## src/rtl/core/rcsfr_pkg.sv

```systemverilog
// rcsfr_pkg: shared constants, types and the crc-8 step of the rc serial frame receiver
// no dependencies; used by every file of the block by scoped names

package rcsfr_pkg;

   // defaults of the top level parameters
   localparam int DEF_MAX_FRAME_BYTES = 64;
   localparam int DEF_CHANNEL_COUNT   = 12;

   // field widths
   localparam int BYTE_W      = 8;
   localparam int TIME_W      = 32;
   localparam int CH_INDEX_W  = 4;
   localparam int CH_VALUE_W  = 11;
   localparam int FULL_W      = 9;

   // framing constants
   localparam int POS_ADDR      = 0;
   localparam int POS_LEN       = 1;
   localparam int POS_TYPE      = 2;
   localparam int PAYLOAD_START = 3;
   localparam int ASSUMED_LEN   = 5;
   localparam int LEN_OVERHEAD  = 2;
   localparam int CH_BITS       = 11;
   localparam int CH_SPAN_BYTES = 3;
   localparam logic [7:0] CRC_TOP_BIT = 8'h80;

   // configuration port
   localparam int CSR_ADDR_W   = 5;
   localparam int CSR_DATA_W   = 32;
   localparam int REG_ADDR_LSB = 2;

   localparam logic [15:0] RST_FRAME_TIMEOUT = 16'd1100;
   localparam logic [7:0]  RST_RX_ADDRESS    = 8'd200;
   localparam logic [7:0]  RST_FULL_TYPE     = 8'd22;
   localparam logic [7:0]  RST_SUBSET_TYPE   = 8'd23;
   localparam logic [7:0]  RST_CRC_POLY      = 8'd213;

   typedef enum logic [CSR_ADDR_W-REG_ADDR_LSB-1:0] {
      REG_FRAME_TIMEOUT = 3'd0,
      REG_RX_ADDRESS    = 3'd1,
      REG_FULL_TYPE     = 3'd2,
      REG_SUBSET_TYPE   = 3'd3,
      REG_CRC_POLY      = 3'd4
   } reg_index_type;

   typedef struct packed {
      logic [15:0] frame_timeout_us;
      logic [7:0]  receiver_address;
      logic [7:0]  full_channels_type;
      logic [7:0]  subset_channels_type;
      logic [7:0]  crc_polynomial;
   } cfg_type;

   // width of a buffer read address that covers the buffer and every channel byte
   function automatic int read_addr_width(input int max_bytes, input int chans);
      return $clog2(max_bytes + PAYLOAD_START + ((chans * CH_BITS) >> 3) + CH_SPAN_BYTES);
   endfunction

   // one byte of an msb-first crc-8
   function automatic logic [7:0] crc8_update(input logic [7:0] crc_in,
                                              input logic [7:0] data,
                                              input logic [7:0] poly);
      logic [7:0] c;
      c = crc_in ^ data;
      for (int k = 0; k < 8; k++) begin
         if ((c & CRC_TOP_BIT) != 8'd0) begin
            c = (c << 1) ^ poly;
         end else begin
            c = c << 1;
         end
      end
      return c;
   endfunction

endpackage

```

## src/rtl/core/rcsfr_req_if.sv

```systemverilog
// rcsfr_req_if: valid/ready channel of received serial bytes with arrival times
// depends on rcsfr_pkg for field widths

interface rcsfr_req_if;
   logic                            valid;
   logic                            ready;
   logic [rcsfr_pkg::BYTE_W-1:0]    byte_value;
   logic [rcsfr_pkg::TIME_W-1:0]    arrival_time_us;

   modport source (output valid, byte_value, arrival_time_us, input ready);
   modport sink   (input valid, byte_value, arrival_time_us, output ready);
endinterface

```

## src/rtl/core/rcsfr_rsp_if.sv

```systemverilog
// rcsfr_rsp_if: valid/ready channel of decoded rc channel values
// depends on rcsfr_pkg for field widths

interface rcsfr_rsp_if;
   logic                               valid;
   logic                               ready;
   logic [rcsfr_pkg::CH_INDEX_W-1:0]   channel_index;
   logic [rcsfr_pkg::CH_VALUE_W-1:0]   channel_value;
   logic                               last_channel;

   modport source (output valid, channel_index, channel_value, last_channel, input ready);
   modport sink   (input valid, channel_index, channel_value, last_channel, output ready);
endinterface

```

## src/rtl/core/rcsfr_ram.sv

```systemverilog
// rcsfr_ram: generic single-port-write, single-port-read ram with registered read data
// depends on rcsfr_pkg for parameter defaults

module rcsfr_ram #(
   parameter int WIDTH = rcsfr_pkg::BYTE_W,
   parameter int DEPTH = rcsfr_pkg::DEF_MAX_FRAME_BYTES,
   localparam int ADDR_W = $clog2(DEPTH)
) (
   input  logic              clock,
   input  logic              we,
   input  logic [ADDR_W-1:0] waddr,
   input  logic [WIDTH-1:0]  wdata,
   input  logic              re,
   input  logic [ADDR_W-1:0] raddr,
   output logic [WIDTH-1:0]  rdata
);

   logic [WIDTH-1:0] mem_ff [DEPTH];
   logic [WIDTH-1:0] rdata_ff;

   // write port
   always_ff @(posedge clock) begin
      if (we) begin
         mem_ff[waddr] <= wdata;
      end
   end

   // registered read port
   always_ff @(posedge clock) begin
      if (re) begin
         rdata_ff <= mem_ff[raddr];
      end
   end

   assign rdata = rdata_ff;

endmodule

```

## src/rtl/core/rcsfr_buffer.sv

```systemverilog
// rcsfr_buffer: frame byte store, a ram with a valid bit per entry and range masking
// depends on rcsfr_pkg and rcsfr_ram

module rcsfr_buffer #(
   parameter int MAX_FRAME_BYTES = rcsfr_pkg::DEF_MAX_FRAME_BYTES,
   parameter int RA_W = rcsfr_pkg::read_addr_width(rcsfr_pkg::DEF_MAX_FRAME_BYTES,
                                                    rcsfr_pkg::DEF_CHANNEL_COUNT),
   localparam int AW = $clog2(MAX_FRAME_BYTES)
) (
   input  logic                          clock,
   input  logic                          reset,
   input  logic                          wr_en,
   input  logic [AW-1:0]                 wr_addr,
   input  logic [rcsfr_pkg::BYTE_W-1:0]  wr_data,
   input  logic                          rd_en,
   input  logic [RA_W-1:0]               rd_addr,
   output logic [rcsfr_pkg::BYTE_W-1:0]  rd_data
);

   logic [MAX_FRAME_BYTES-1:0]     valid_ff;
   logic                           rd_ok_ff;
   logic                           rd_ok_in;
   logic [rcsfr_pkg::BYTE_W-1:0]   ram_q;

   rcsfr_ram #(
      .WIDTH (rcsfr_pkg::BYTE_W),
      .DEPTH (MAX_FRAME_BYTES)
   ) u_ram (
      .clock (clock),
      .we    (wr_en),
      .waddr (wr_addr),
      .wdata (wr_data),
      .re    (rd_en),
      .raddr (rd_addr[AW-1:0]),
      .rdata (ram_q)
   );

   // an entry reads as zero until written, and beyond the buffer always
   assign rd_ok_in = (rd_addr < RA_W'(MAX_FRAME_BYTES)) && valid_ff[rd_addr[AW-1:0]];

   always_ff @(posedge clock) begin
      if (reset) begin
         valid_ff <= '0;
         rd_ok_ff <= 1'b0;
      end else begin
         if (wr_en) begin
            valid_ff[wr_addr] <= 1'b1;
         end
         if (rd_en) begin
            rd_ok_ff <= rd_ok_in;
         end
      end
   end

   assign rd_data = rd_ok_ff ? ram_q : '0;

endmodule

```

## src/rtl/core/rcsfr_csr.sv

```systemverilog
// rcsfr_csr: apb-style configuration registers of the rc serial frame receiver
// depends on rcsfr_pkg for the register map and reset values

module rcsfr_csr (
   input  logic                              clock,
   input  logic                              reset,
   input  logic                              psel,
   input  logic                              penable,
   input  logic                              pwrite,
   input  logic [rcsfr_pkg::CSR_ADDR_W-1:0]  paddr,
   input  logic [rcsfr_pkg::CSR_DATA_W-1:0]  pwdata,
   output logic [rcsfr_pkg::CSR_DATA_W-1:0]  prdata,
   output logic                              pready,
   output rcsfr_pkg::cfg_type                cfg
);

   rcsfr_pkg::cfg_type        cfg_ff;
   rcsfr_pkg::reg_index_type  reg_index;
   logic                      wr_transfer;

   assign pready      = 1'b1;
   assign wr_transfer = psel && penable && pwrite;
   assign reg_index   = rcsfr_pkg::reg_index_type'(
                           paddr[rcsfr_pkg::CSR_ADDR_W-1:rcsfr_pkg::REG_ADDR_LSB]);

   // register writes
   always_ff @(posedge clock) begin
      if (reset) begin
         cfg_ff.frame_timeout_us     <= rcsfr_pkg::RST_FRAME_TIMEOUT;
         cfg_ff.receiver_address     <= rcsfr_pkg::RST_RX_ADDRESS;
         cfg_ff.full_channels_type   <= rcsfr_pkg::RST_FULL_TYPE;
         cfg_ff.subset_channels_type <= rcsfr_pkg::RST_SUBSET_TYPE;
         cfg_ff.crc_polynomial       <= rcsfr_pkg::RST_CRC_POLY;
      end else if (wr_transfer) begin
         unique case (reg_index)
            rcsfr_pkg::REG_FRAME_TIMEOUT: cfg_ff.frame_timeout_us     <= pwdata[15:0];
            rcsfr_pkg::REG_RX_ADDRESS:    cfg_ff.receiver_address     <= pwdata[7:0];
            rcsfr_pkg::REG_FULL_TYPE:     cfg_ff.full_channels_type   <= pwdata[7:0];
            rcsfr_pkg::REG_SUBSET_TYPE:   cfg_ff.subset_channels_type <= pwdata[7:0];
            rcsfr_pkg::REG_CRC_POLY:      cfg_ff.crc_polynomial       <= pwdata[7:0];
            default: begin
            end
         endcase
      end
   end

   // read mux
   always_comb begin
      unique case (reg_index)
         rcsfr_pkg::REG_FRAME_TIMEOUT: prdata = {16'd0, cfg_ff.frame_timeout_us};
         rcsfr_pkg::REG_RX_ADDRESS:    prdata = {24'd0, cfg_ff.receiver_address};
         rcsfr_pkg::REG_FULL_TYPE:     prdata = {24'd0, cfg_ff.full_channels_type};
         rcsfr_pkg::REG_SUBSET_TYPE:   prdata = {24'd0, cfg_ff.subset_channels_type};
         rcsfr_pkg::REG_CRC_POLY:      prdata = {24'd0, cfg_ff.crc_polynomial};
         default:                      prdata = '0;
      endcase
   end

   assign cfg = cfg_ff;

endmodule

```

## src/rtl/core/rcsfr_sequencer.sv

```systemverilog
// rcsfr_sequencer: framing control, crc pass over the buffer and channel unpacking
// depends on rcsfr_pkg, rcsfr_req_if and rcsfr_rsp_if; drives the frame buffer ports

module rcsfr_sequencer #(
   parameter int MAX_FRAME_BYTES = rcsfr_pkg::DEF_MAX_FRAME_BYTES,
   parameter int CHANNEL_COUNT   = rcsfr_pkg::DEF_CHANNEL_COUNT,
   parameter int RA_W = rcsfr_pkg::read_addr_width(rcsfr_pkg::DEF_MAX_FRAME_BYTES,
                                                    rcsfr_pkg::DEF_CHANNEL_COUNT),
   localparam int AW = $clog2(MAX_FRAME_BYTES)
) (
   input  logic                          clock,
   input  logic                          reset,
   input  rcsfr_pkg::cfg_type            cfg,
   rcsfr_req_if.sink                     req,
   rcsfr_rsp_if.source                   rsp,
   output logic                          buf_wr_en,
   output logic [AW-1:0]                 buf_wr_addr,
   output logic [rcsfr_pkg::BYTE_W-1:0]  buf_wr_data,
   output logic                          buf_rd_en,
   output logic [RA_W-1:0]               buf_rd_addr,
   input  logic [rcsfr_pkg::BYTE_W-1:0]  buf_rd_data
);

   localparam int POS_W  = $clog2(MAX_FRAME_BYTES + 1);
   localparam int FULL_W = rcsfr_pkg::FULL_W;
   localparam int CMP_W  = (POS_W > FULL_W) ? POS_W : FULL_W;
   localparam int BP_W   = $clog2(CHANNEL_COUNT * rcsfr_pkg::CH_BITS + 1);
   localparam int IDX_W  = rcsfr_pkg::CH_INDEX_W;
   localparam int VAL_W  = rcsfr_pkg::CH_VALUE_W;
   localparam int ASM_W  = rcsfr_pkg::CH_SPAN_BYTES * rcsfr_pkg::BYTE_W;

   typedef enum logic [7:0] {
      ST_IDLE    = 8'b0000_0001,
      ST_CRC_RD  = 8'b0000_0010,
      ST_CRC_END = 8'b0000_0100,
      ST_CH_RD0  = 8'b0000_1000,
      ST_CH_RD1  = 8'b0001_0000,
      ST_CH_RD2  = 8'b0010_0000,
      ST_CH_CAP  = 8'b0100_0000,
      ST_CH_EMIT = 8'b1000_0000
   } state_type;

   state_type                      state_ff;
   logic [POS_W-1:0]               pos_ff;
   logic [rcsfr_pkg::TIME_W-1:0]   start_ff;
   logic [7:0]                     addr_byte_ff;
   logic [7:0]                     len_byte_ff;
   logic [7:0]                     type_byte_ff;
   logic [AW-1:0]                  last_idx_ff;
   logic [AW-1:0]                  rd_addr_ff;
   logic [7:0]                     crc_rx_ff;
   logic [7:0]                     crc_acc_ff;
   logic [7:0]                     poly_ff;
   logic                           rc_ok_ff;
   logic                           rdv_ff;
   logic [ASM_W-1:0]               asm_ff;
   logic [IDX_W-1:0]               ch_ff;
   logic [BP_W-1:0]                bitpos_ff;
   logic                           rsp_valid_ff;
   logic [IDX_W-1:0]               rsp_index_ff;
   logic [VAL_W-1:0]               rsp_value_ff;
   logic                           rsp_last_ff;

   logic                           accept;
   logic [rcsfr_pkg::TIME_W-1:0]   gap;
   logic                           restart;
   logic [POS_W-1:0]               pos_eff;
   logic [POS_W-1:0]               pos_new;
   logic [FULL_W-1:0]              full;
   logic                           skip;
   logic                           done;
   logic                           rc_frame;
   logic [7:0]                     crc_next;
   logic [RA_W-1:0]                chan_base;
   logic [ASM_W-1:0]               asm_shifted;
   logic                           ch_last;
   logic                           out_free;

   // per-byte framing decision
   assign accept  = req.valid && req.ready;
   assign gap     = req.arrival_time_us - start_ff;
   assign restart = !gap[rcsfr_pkg::TIME_W-1] &&
                    (gap > {16'd0, cfg.frame_timeout_us});
   assign pos_eff = restart ? '0 : pos_ff;
   assign pos_new = pos_eff + POS_W'(1);
   assign full    = (pos_eff < POS_W'(rcsfr_pkg::PAYLOAD_START)) ?
                    FULL_W'(rcsfr_pkg::ASSUMED_LEN) :
                    {1'b0, len_byte_ff} + FULL_W'(rcsfr_pkg::LEN_OVERHEAD);
   assign skip    = (CMP_W'(full) > CMP_W'(MAX_FRAME_BYTES)) ||
                    (CMP_W'(pos_eff) >= CMP_W'(full));
   assign done    = !skip && (CMP_W'(pos_new) == CMP_W'(full));
   assign rc_frame = ((type_byte_ff == cfg.full_channels_type) ||
                      (type_byte_ff == cfg.subset_channels_type)) &&
                     (addr_byte_ff == cfg.receiver_address);

   // crc step and channel unpacking
   assign crc_next    = rcsfr_pkg::crc8_update(crc_acc_ff, buf_rd_data, poly_ff);
   assign chan_base   = RA_W'(rcsfr_pkg::PAYLOAD_START) + RA_W'(bitpos_ff >> 3);
   assign asm_shifted = asm_ff >> bitpos_ff[2:0];
   assign ch_last     = (ch_ff == IDX_W'(CHANNEL_COUNT - 1));
   assign out_free    = !rsp_valid_ff || rsp.ready;

   // buffer ports
   assign buf_wr_en   = accept && !skip;
   assign buf_wr_addr = pos_eff[AW-1:0];
   assign buf_wr_data = req.byte_value;

   always_comb begin
      buf_rd_en   = 1'b0;
      buf_rd_addr = chan_base;
      unique case (state_ff)
         ST_CRC_RD: begin
            buf_rd_en   = 1'b1;
            buf_rd_addr = RA_W'(rd_addr_ff);
         end
         ST_CH_RD0: begin
            buf_rd_en   = 1'b1;
            buf_rd_addr = chan_base;
         end
         ST_CH_RD1: begin
            buf_rd_en   = 1'b1;
            buf_rd_addr = chan_base + RA_W'(1);
         end
         ST_CH_RD2: begin
            buf_rd_en   = 1'b1;
            buf_rd_addr = chan_base + RA_W'(2);
         end
         default: begin
         end
      endcase
   end

   // control sequencer
   always_ff @(posedge clock) begin
      if (reset) begin
         state_ff     <= ST_IDLE;
         pos_ff       <= '0;
         start_ff     <= '0;
         rdv_ff       <= 1'b0;
         rsp_valid_ff <= 1'b0;
      end else begin
         rdv_ff <= buf_rd_en;
         // a transfer frees the result register; in the emit state the next channel loads it
         if (rsp_valid_ff && rsp.ready && (state_ff != ST_CH_EMIT)) begin
            rsp_valid_ff <= 1'b0;
         end
         unique case (state_ff)
            ST_IDLE: begin
               if (accept) begin
                  pos_ff <= skip ? pos_eff : pos_new;
                  if (pos_eff == '0) begin
                     start_ff <= req.arrival_time_us;
                  end
                  if (!skip) begin
                     if (pos_eff == POS_W'(rcsfr_pkg::POS_ADDR)) begin
                        addr_byte_ff <= req.byte_value;
                     end
                     if (pos_eff == POS_W'(rcsfr_pkg::POS_LEN)) begin
                        len_byte_ff <= req.byte_value;
                     end
                     if (pos_eff == POS_W'(rcsfr_pkg::POS_TYPE)) begin
                        type_byte_ff <= req.byte_value;
                     end
                  end
                  // frame complete: snapshot what the crc pass and decode need
                  if (done) begin
                     last_idx_ff <= AW'(full - FULL_W'(rcsfr_pkg::LEN_OVERHEAD));
                     rd_addr_ff  <= AW'(rcsfr_pkg::POS_TYPE);
                     crc_rx_ff   <= req.byte_value;
                     crc_acc_ff  <= '0;
                     poly_ff     <= cfg.crc_polynomial;
                     rc_ok_ff    <= rc_frame;
                     state_ff    <= ST_CRC_RD;
                  end
               end
            end
            ST_CRC_RD: begin
               if (rdv_ff) begin
                  crc_acc_ff <= crc_next;
               end
               if (rd_addr_ff == last_idx_ff) begin
                  state_ff <= ST_CRC_END;
               end else begin
                  rd_addr_ff <= rd_addr_ff + AW'(1);
               end
            end
            ST_CRC_END: begin
               // mismatch keeps the position at the frame end
               if (crc_next == crc_rx_ff) begin
                  pos_ff <= '0;
                  if (rc_ok_ff) begin
                     ch_ff     <= '0;
                     bitpos_ff <= '0;
                     state_ff  <= ST_CH_RD0;
                  end else begin
                     state_ff <= ST_IDLE;
                  end
               end else begin
                  state_ff <= ST_IDLE;
               end
            end
            ST_CH_RD0: begin
               state_ff <= ST_CH_RD1;
            end
            ST_CH_RD1: begin
               asm_ff   <= {buf_rd_data, asm_ff[ASM_W-1:rcsfr_pkg::BYTE_W]};
               state_ff <= ST_CH_RD2;
            end
            ST_CH_RD2: begin
               asm_ff   <= {buf_rd_data, asm_ff[ASM_W-1:rcsfr_pkg::BYTE_W]};
               state_ff <= ST_CH_CAP;
            end
            ST_CH_CAP: begin
               asm_ff   <= {buf_rd_data, asm_ff[ASM_W-1:rcsfr_pkg::BYTE_W]};
               state_ff <= ST_CH_EMIT;
            end
            ST_CH_EMIT: begin
               if (out_free) begin
                  rsp_valid_ff <= 1'b1;
                  rsp_index_ff <= ch_ff;
                  rsp_value_ff <= asm_shifted[VAL_W-1:0];
                  rsp_last_ff  <= ch_last;
                  ch_ff        <= ch_ff + IDX_W'(1);
                  bitpos_ff    <= bitpos_ff + BP_W'(rcsfr_pkg::CH_BITS);
                  state_ff     <= ch_last ? ST_IDLE : ST_CH_RD0;
               end
            end
            default: begin
               state_ff <= ST_IDLE;
            end
         endcase
      end
   end

   assign req.ready         = (state_ff == ST_IDLE);
   assign rsp.valid         = rsp_valid_ff;
   assign rsp.channel_index = rsp_index_ff;
   assign rsp.channel_value = rsp_value_ff;
   assign rsp.last_channel  = rsp_last_ff;

endmodule

```

## src/rtl/core/rc_serial_frame_receiver.sv

```systemverilog
// rc_serial_frame_receiver: top level of the serial rc frame receiver
// depends on rcsfr_pkg, rcsfr_req_if, rcsfr_rsp_if, rcsfr_csr, rcsfr_buffer, rcsfr_sequencer
//
//   channel  | dir | transfer                      | payload
//   req_chan | in  | valid & ready                 | byte_value, arrival_time_us
//   rsp_chan | out | valid & ready                 | channel_index, channel_value, last_channel
//   csr_*    | in  | psel & penable & pwrite       | paddr[4:2] register, pwdata
//
// a byte that does not end a frame leaves ready high for the next
// a frame end adds a crc pass over the buffer ram, one byte a cycle
// a matching rc frame then unpacks channels, three ram reads each, then a capture and an emit step
// reset is synchronous; buffer valid bits clear at once, so there is no clearing pass
// a stalled result channel holds channel unpacking; bytes are refused until it ends

module rc_serial_frame_receiver #(
   parameter int MAX_FRAME_BYTES = rcsfr_pkg::DEF_MAX_FRAME_BYTES,
   parameter int CHANNEL_COUNT   = rcsfr_pkg::DEF_CHANNEL_COUNT
) (
   input  logic                              clock,
   input  logic                              reset,
   rcsfr_req_if.sink                         req_chan,
   rcsfr_rsp_if.source                       rsp_chan,
   input  logic                              csr_psel,
   input  logic                              csr_penable,
   input  logic                              csr_pwrite,
   input  logic [rcsfr_pkg::CSR_ADDR_W-1:0]  csr_paddr,
   input  logic [rcsfr_pkg::CSR_DATA_W-1:0]  csr_pwdata,
   output logic [rcsfr_pkg::CSR_DATA_W-1:0]  csr_prdata,
   output logic                              csr_pready
);

   localparam int RA_W = rcsfr_pkg::read_addr_width(MAX_FRAME_BYTES, CHANNEL_COUNT);
   localparam int AW   = $clog2(MAX_FRAME_BYTES);

   rcsfr_pkg::cfg_type            cfg;
   logic                          buf_wr_en;
   logic [AW-1:0]                 buf_wr_addr;
   logic [rcsfr_pkg::BYTE_W-1:0]  buf_wr_data;
   logic                          buf_rd_en;
   logic [RA_W-1:0]               buf_rd_addr;
   logic [rcsfr_pkg::BYTE_W-1:0]  buf_rd_data;

   // configuration registers
   rcsfr_csr u_csr (
      .clock   (clock),
      .reset   (reset),
      .psel    (csr_psel),
      .penable (csr_penable),
      .pwrite  (csr_pwrite),
      .paddr   (csr_paddr),
      .pwdata  (csr_pwdata),
      .prdata  (csr_prdata),
      .pready  (csr_pready),
      .cfg     (cfg)
   );

   // frame byte store
   rcsfr_buffer #(
      .MAX_FRAME_BYTES (MAX_FRAME_BYTES),
      .RA_W            (RA_W)
   ) u_buffer (
      .clock   (clock),
      .reset   (reset),
      .wr_en   (buf_wr_en),
      .wr_addr (buf_wr_addr),
      .wr_data (buf_wr_data),
      .rd_en   (buf_rd_en),
      .rd_addr (buf_rd_addr),
      .rd_data (buf_rd_data)
   );

   // framing, crc and channel unpacking
   rcsfr_sequencer #(
      .MAX_FRAME_BYTES (MAX_FRAME_BYTES),
      .CHANNEL_COUNT   (CHANNEL_COUNT),
      .RA_W            (RA_W)
   ) u_sequencer (
      .clock       (clock),
      .reset       (reset),
      .cfg         (cfg),
      .req         (req_chan),
      .rsp         (rsp_chan),
      .buf_wr_en   (buf_wr_en),
      .buf_wr_addr (buf_wr_addr),
      .buf_wr_data (buf_wr_data),
      .buf_rd_en   (buf_rd_en),
      .buf_rd_addr (buf_rd_addr),
      .buf_rd_data (buf_rd_data)
   );

`ifndef SYNTHESIS
   // the last flag marks exactly the final channel index
   a_last_flag: assert property (@(posedge clock) disable iff (reset)
      rsp_chan.valid |-> (rsp_chan.last_channel ==
         (rsp_chan.channel_index == rcsfr_pkg::CH_INDEX_W'(CHANNEL_COUNT - 1))))
      else $error("last_channel does not match the final channel index");

   // while a frame's channels are still going out no byte is taken
   a_busy_in_frame: assert property (@(posedge clock) disable iff (reset)
      (rsp_chan.valid && rsp_chan.ready && !rsp_chan.last_channel) |-> !req_chan.ready)
      else $error("byte channel ready in the middle of a channel burst");

   // the buffer is written only by an accepted byte
   a_write_on_transfer: assert property (@(posedge clock) disable iff (reset)
      buf_wr_en |-> (req_chan.valid && req_chan.ready))
      else $error("frame buffer written without a byte transfer");
`endif

endmodule
```

## src/flat_wrapper.sv

```systemverilog
// flat-port wrapper written by rule: the top's interface ports become plain ports
module rc_serial_frame_receiver_flat 
#(
   parameter int MAX_FRAME_BYTES = rcsfr_pkg::DEF_MAX_FRAME_BYTES,
   parameter int CHANNEL_COUNT   = rcsfr_pkg::DEF_CHANNEL_COUNT
)
  (clock, reset, csr_psel, csr_penable, csr_pwrite, csr_paddr, csr_pwdata, csr_prdata, csr_pready, req_chan_valid, req_chan_byte_value, req_chan_arrival_time_us, req_chan_ready, rsp_chan_valid, rsp_chan_channel_index, rsp_chan_channel_value, rsp_chan_last_channel, rsp_chan_ready);
  rcsfr_req_if req_chan_i ();
  rcsfr_rsp_if rsp_chan_i ();
  input  logic clock;
  input  logic reset;
  input  logic csr_psel;
  input  logic csr_penable;
  input  logic csr_pwrite;
  input  logic [rcsfr_pkg::CSR_ADDR_W-1:0] csr_paddr;
  input  logic [rcsfr_pkg::CSR_DATA_W-1:0] csr_pwdata;
  output logic [rcsfr_pkg::CSR_DATA_W-1:0] csr_prdata;
  output logic csr_pready;
  input wire logic [$bits(req_chan_i.valid)-1:0] req_chan_valid;
  input wire logic [$bits(req_chan_i.byte_value)-1:0] req_chan_byte_value;
  input wire logic [$bits(req_chan_i.arrival_time_us)-1:0] req_chan_arrival_time_us;
  output wire logic [$bits(req_chan_i.ready)-1:0] req_chan_ready;
  output wire logic [$bits(rsp_chan_i.valid)-1:0] rsp_chan_valid;
  output wire logic [$bits(rsp_chan_i.channel_index)-1:0] rsp_chan_channel_index;
  output wire logic [$bits(rsp_chan_i.channel_value)-1:0] rsp_chan_channel_value;
  output wire logic [$bits(rsp_chan_i.last_channel)-1:0] rsp_chan_last_channel;
  input wire logic [$bits(rsp_chan_i.ready)-1:0] rsp_chan_ready;
  assign req_chan_i.valid = req_chan_valid;
  assign req_chan_i.byte_value = req_chan_byte_value;
  assign req_chan_i.arrival_time_us = req_chan_arrival_time_us;
  assign req_chan_ready = req_chan_i.ready;
  assign rsp_chan_valid = rsp_chan_i.valid;
  assign rsp_chan_channel_index = rsp_chan_i.channel_index;
  assign rsp_chan_channel_value = rsp_chan_i.channel_value;
  assign rsp_chan_last_channel = rsp_chan_i.last_channel;
  assign rsp_chan_i.ready = rsp_chan_ready;
  rc_serial_frame_receiver #(.MAX_FRAME_BYTES(MAX_FRAME_BYTES), .CHANNEL_COUNT(CHANNEL_COUNT)) u_core (.clock(clock), .reset(reset), .req_chan(req_chan_i), .rsp_chan(rsp_chan_i), .csr_psel(csr_psel), .csr_penable(csr_penable), .csr_pwrite(csr_pwrite), .csr_paddr(csr_paddr), .csr_pwdata(csr_pwdata), .csr_prdata(csr_prdata), .csr_pready(csr_pready));
endmodule
```

## config.mk

```make
export PLATFORM = sky130hd
export DESIGN_NAME = rc_serial_frame_receiver_flat
export DESIGN_NICKNAME = d
export VERILOG_FILES = /design/src/rtl/core/rcsfr_pkg.sv /design/src/rtl/core/rcsfr_req_if.sv /design/src/rtl/core/rcsfr_rsp_if.sv /design/src/rtl/core/rcsfr_ram.sv /design/src/rtl/core/rcsfr_buffer.sv /design/src/rtl/core/rcsfr_csr.sv /design/src/rtl/core/rcsfr_sequencer.sv /design/src/rtl/core/rc_serial_frame_receiver.sv /design/src/flat_wrapper.sv
export SDC_FILE = /design/constraint.sdc
export NUM_CORES = 1
export LEC_CHECK = 0
export BUFFER_PORTS_ARGS = -buffer_cell sky130_fd_sc_hd__buf_4
export CORE_MARGIN = 3
export CORE_UTILIZATION = 60
export DETAILED_ROUTE_END_ITERATION = 6
export PLACE_DENSITY = 0.83
export SETUP_SLACK_MARGIN = 0.2
export SLEW_MARGIN = 5
export SYNTH_ARGS = -nofsm -noshare
export SYNTH_HDL_FRONTEND = slang
export SYNTH_SLANG_ARGS = --single-unit
```

## constraint.sdc

```tcl
create_clock -name clock -period 9.45 [get_ports clock]
set_input_delay 1.4175 -clock clock [delete_from_list [all_inputs] [get_ports clock]]
set_output_delay 1.4175 -clock clock [all_outputs]
set_load 0.02 [all_outputs]
```

# Word level (Yosys, flattened, before mapping)
# Memories as Yosys holds them, arrays and structs flattened. A register that Yosys moved wholly into a read port is not among the register bits.
# Index checks and enable logic that the tools add are counted.
# op_classes
addsub,10
magnitude_cmp,8
n_eq_ne,30
shifts,1
muxes,51
bitwise,12
reduce_logical,41
# op_table
cell,n
$mux 8,20
$pmux 16 s5,1
$xor 8x8->8,9
$or 64x64->64,1
$pmux 8 s8,1
$eq 8x8->1,4
$gt 32x16->1,1
$pmux 8 s2,2
$sub 32x32->32,1
$reduce_and 5->1,6
$mux 7,4
$shr 24x3->11,1
$pmux 7 s3,1
$mux 4,5
$mux 6,3
$lt 6x7->1 const B,2
$pmux 7 s2,1
$ne 2x2->1 const B,6
$pmux 6 s2,1
$reduce_and 2->1,6
$logic_and 1x1->1,11
$add 8x2->9 const B,1
$eq 7x9->1,1
$ge 7x9->1,1
other kinds (44),63
# totals
regBits,275
mem_bits_rw,512
wordCells,181
mem_count,1
# mem_list
name,depth,word_bits,read_ports,rd_clocked_by_memory_dff,wr,line_no,text
u_core.u_buffer.u_ram.mem_ff,64,8,1,1,1,rcsfr_ram.sv:18,logic [WIDTH-1:0] mem_ff [DEPTH];

# Depth between registers and ports, before layout
# depth
depth_word,21
mapped_depth,35
mapped_depth_nobuf,32

# Cells and area by module
# A second synthesis with hierarchy kept.
# hier_totals
hier_cells,2775
hier_area_um2,36994.2
# modules_own_cells
module,instances,cells_per_inst,area_each_um2
rcsfr_ram,1,972,20270.7
rcsfr_sequencer,1,1251,11533.6
rcsfr_buffer,1,290,2702.6
rcsfr_csr,1,262,2487.4

# Worst setup path before layout
# Ideal clock, no wire load.
# synth_timing
kind,input port to flip-flop
start,input port req_chan_arrival_time_us[1]
end,memory u_core.u_buffer.u_ram.mem_ff[22][0] in the netlist's numbering (enable)
setup_time_ps,386
arrival_time_ps,8162
slack_ps,902
stages,31
cell_sequence,ha_1 nor2b_1 o21ai_0 a21oi_1 o211ai_1 a211oi_1 o21ai_0 nor2b_1 xnor2_1 ha_1 nand4_1 or4_1 o22ai_1 o21ai_0 a2111oi_0 and4_1 a21oi_1 clkbuf_1 clkbuf_1 nor2b_1 inv_1 ha_1 nand2b_1 a21o_1 a21o_1 o21ai_0 o21ai_0 a211oi_1 nand4b_1 clkbuf_1 nor3_1
# synth_via
elab_chain_cells,12
word_cells_on_any_way,14
classes_between,add/sub: 1; order compare: 4; mux: 4; reduce/logical: 5
# synth_rtl
element,line_no,text
from (decl),flat_wrapper.sv:21,input wire logic [$bits(req_chan_i.arrival_time_us)-1:0] req_chan_arrival_time_us;
$sub 32x32->32 (*),rcsfr_sequencer.sv:81,assign gap = req.arrival_time_us - start_ff;
$gt 32x16->1 or $logic_not 1->1 (tied branches),"rcsfr_sequencer.sv:83, rcsfr_sequencer.sv:82",
$logic_and 1x1->1 (*),rcsfr_sequencer.sv:82,assign restart = !gap[rcsfr_pkg::TIME_W-1] &&
$mux 7 (*),rcsfr_sequencer.sv:84,assign pos_eff = restart ? '0 : pos_ff;
$lt 7x2->1,rcsfr_sequencer.sv:86,assign full = (pos_eff < POS_W'(rcsfr_pkg::PAYLOAD_START)) ?
$mux 9,rcsfr_sequencer.sv:86,
$gt 9x7->1 or $ge 7x9->1 (tied branches),"rcsfr_sequencer.sv:89, rcsfr_sequencer.sv:90",
$logic_or 1x1->1,rcsfr_sequencer.sv:89,assign skip = (CMP_W'(full) > CMP_W'(MAX_FRAME_BYTES)) ||
$logic_not 1->1,-,
$logic_and 1x1->1,rcsfr_sequencer.sv:104,assign buf_wr_en = accept && !skip;
$mux 1,rcsfr_ram.sv:23,if (we) begin
$mux 1 (not written as such),rcsfr_ram.sv:24,mem_ff[waddr] <= wdata;
to (decl),rcsfr_ram.sv:18,
# Every way passes the cells marked *; elsewhere a longest branch is shown, timed or not.

# Worst setup path in the final report
# layout_timing
start,input port req_chan_arrival_time_us[1]
end,memory u_core.u_buffer.u_ram.mem_ff[12][4] in the netlist's numbering (enable)
# The elaborated chain is that of the path after synthesis.

==> reports/qor.csv <==
stage,metric,value,unit
outcome,status,"finished, final reports clean",
global_route,grt_pass1_wl,141700,um
timing,rsz0062_at_grt,false,
timing,finalCriticalPeriod,8.733,ns
clocking,numClockSinks,795,
synthesis,synth.avg_cell_area,11.07,sq um
final_layout,layout_common_cells,"edfxtp_1, nand2_1, a21oi_1",
synthesis,synthXorXnorAreaFrac,3.915,%
synthesis,synth-edff-count,633,
die,die_y,256.5,um
synthesis,ys_seq_elements,795,
clocking,clk_pin_slew,0.06,ns
min_path,hp-class,reg -> reg,
worst_setup_path,cp-start-kind,input pin,
final_layout,nets,3607,
global_route,grtUsageTotal,26.89,%
die,initial_utilization,60.79,%
timing,final-setup-viol-count,0,
clocking,cts_buffers,80,
die,die-area,65790,sq um
synthesis,yosys_warnings,0,
synthesis,syn-cell-area,37650,sq um
synthesis,ys_async_sr_fraction,0,%
routing,antenna_left,0,
placement,pre_cts_ws,0.2535,ns
synthesis,synth_top_family_by_area,compound AO/OA/AOI/OAI gates,
worst_setup_path,cp-end-kind,flip-flop,
routing,drt_iter0_drc,3315,
timing,hold_viol,0,
worst_setup_path,max_stage_delay,0.56,ns
global_route,grt_max_degree,171,
placement,place_congestion,0.8838,
final_layout,drive_gt1_share,10.51,%
die,core,61940,sq um
placement,post-dp-hpwl,55750,um
clocking,clk_latency,0.64,ns
timing,fin_skew,0.03242,ns
die,io_pins,135,
timing,worstMarginPinSlew,1.162,ns
global_route,grt-ovfl-total,0,
final_layout,syn_to_final_growth,11.42,%
routing,wl_per_cell,20.85,um
synthesis,syn_inst,3402,
worst_setup_path,crit_arrival,9.05,ns
final_layout,mostFrequentLayoutCell,edfxtp_1,
timing,fmax,114.5,MHz
routing,remaining_drc_errors,0,
synthesis,muxShareOfSynthArea,1.788,%
synthesis,synth-compound-area-share,15.42,%
power,p_per_area,206.3,nW/um^2
routing,via_per_inst,6.233,
worst_setup_path,crit_slowest_cell,or4_1,
placement,port_buffers,99,
clocking,cts_tree,yes,
job,maxCapViolCount,0,
worst_setup_path,cp.required,9.77,ns
routing,detailroute.via_count,27160,
synthesis,ys_seq_area_share,59.10,%
die,die_x,256.5,um
synthesis,synth_flop_cell,edfxtp_1,
power,vdd_drop_max,0.0001440,V
timing,slew_headroom,22.48,%
synthesis,synth_fa_ha_area_share,2.246,%
synthesis,yosys.cell_types.count,91,
clocking,cts_hold_buffers,0,
clocking,htreeDepth,3,
clocking,clockBufferDepth,3,
synthesis,synthSimpleGateAreaFrac,14.02,%
clocking,cts_root_buf,clkbuf_16,
die,rows,91,
worst_setup_path,crit_type,in -> reg,
timing,tns,0,ns
timing,slew_viol_final,0,
worst_setup_path,critPathMaxFanout,8,
timing,min_period_over_period,92.41,%
routing,wl,90860,um
timing,worst_slack,0.7173,ns
power,cellLeakagePower,0.01464,uW
routing,dr.pass1.iters,6,
global_route,grt_pass1_vias,26320,
global_route,antenna_found_initial,2,
worst_setup_path,cp_common_cell,o21ai_0,
-- layout make-up --
cell class	count	area (sq um)
well taps	837	1047
clock inverters	37	399.1
clock buffers	108	2170
diodes	2	5.005
repair buffers	197	1516
inverters	90	337.8
flip-flops and latches	795	22250
fillers	4252	19990
multi-input cells	2292	14220
-- final timing paths --
path / start / to / slack, ns / cells after the start
max: req_chan_arrival_time_us[1] / u_core.u_buffer.u_ram.mem_ff[12][4]$_DFFE_PP_ / 0.72 / 31
min reg2reg: u_core.u_sequencer.asm_ff[18]$_DFFE_PP_ / u_core.u_sequencer.asm_ff[10]$_DFFE_PP_ / 0.42 / 0
max reg2reg: u_core.u_sequencer.start_ff[1]$_SDFFE_PP0P_ / u_core.u_buffer.u_ram.mem_ff[12][4]$_DFFE_PP_ / 1.19 / 31
min: u_core.u_sequencer.asm_ff[18]$_DFFE_PP_ / u_core.u_sequencer.asm_ff[10]$_DFFE_PP_ / 0.42 / 0
-- through the flow --
stage	instance area (sq um)	utilization (%)	cells	total power (uW)	hold slack [ns]
floorplan	37710	-	3417	5167	0.4003
global placement	39370	63.57	4211	5531	0.4014
detailed placement	39370	63.57	4211	5577	0.4045
CTS	41940	67.71	4356	8664	0.4204
global route	41950	67.72	4357	8977	0.4327
finish	41950	67.73	4358	8653	0.4221
-- cells by family after synthesis --
family,after synthesis
compound gates,850
xor+xnor,146
flops,795
buf+inv,330
mux,64
fa+ha+maj,67
other cells,2
simple gates,1148
-- state kept, by name, summed over array words and instances (netlist names), 4 cells and up --
signal / flops
u_core.u_sequencer.asm_ff: 24
u_core.u_sequencer.rsp.channel_value: 11
u_core.u_buffer.u_ram.rdata: 8
u_core.u_csr.cfg: 48
u_core.u_sequencer.crc_rx_ff: 8
u_core.u_sequencer.len_byte_ff: 8
u_core.u_sequencer.addr_byte_ff: 8
u_core.u_sequencer.poly_ff: 8
u_core.u_sequencer.pos_ff: 7
u_core.u_buffer.u_ram.mem_ff: 512
u_core.u_sequencer.state_ff: 8
u_core.u_sequencer.type_byte_ff: 8
u_core.u_sequencer.bitpos_ff: 8
u_core.u_sequencer.rd_addr_ff: 6
u_core.u_buffer.valid_ff: 64
u_core.u_sequencer.ch_ff: 4
u_core.u_sequencer.start_ff: 32
u_core.u_sequencer.crc_acc_ff: 8
u_core.u_sequencer.last_idx_ff: 6
u_core.u_sequencer.rsp.channel_index: 4
-- synthesized netlist by cell type (59+ instances only) --
| library cell | count | area, sq um |
|---|---|---|
| edfxtp_1 | 633 | 19010 |
| nand2_1 | 533 | 2001 |
| a21oi_1 | 222 | 1111 |
| clkbuf_1 | 208 | 780.8 |
| nor2_1 | 205 | 769.5 |
| a211oi_1 | 204 | 1531 |
| dfxtp_1 | 162 | 3243 |
| and2_1 | 157 | 982.2 |
| inv_1 | 90 | 337.8 |
| a31oi_1 | 89 | 556.8 |
| xnor2_1 | 78 | 683.2 |
| a311oi_1 | 75 | 656.9 |
| ha_1 | 66 | 825.8 |
| o21ai_0 | 59 | 295.3 |
-- worst max-delay path, delay by kind of cell --
kind	cells	cell delay, ns
AO/OA/AOI/OAI	14	3.22
AND/OR/NAND/NOR	10	2.83
adder cells (fa/ha/maj)	3	0.90
buffers and inverters	3	0.49
XOR/XNOR	1	0.17
-- routing by layer --
layer / GRT usage (%) / routed length, um / share of wire [%] / vias to the layer above
li1: - / - / - / 12580
met4: 11.86 / 3909 / 4.3 / 0
met2: 44.89 / 44350 / 49 / 1294
met3: 4.365 / 7260 / 8.0 / 274
met1: 34.96 / 35340 / 39 / 13020
met5: 0 / 0 / 0 / -
-- repair_timing --
item	4_1_cts	5_1_grt
endpoints found under the setup margin	0	3
gates resized for setup	0	1
setup buffers	0	0
-- power breakdown --
group / internal, uW / total [uW] / switching, uW
logic: 622 / 1610 / 983
clock network: 1810 / 3120 / 1300
registers: 3870 / 3930 / 60.1
Power figures use the tool's default switching activity.
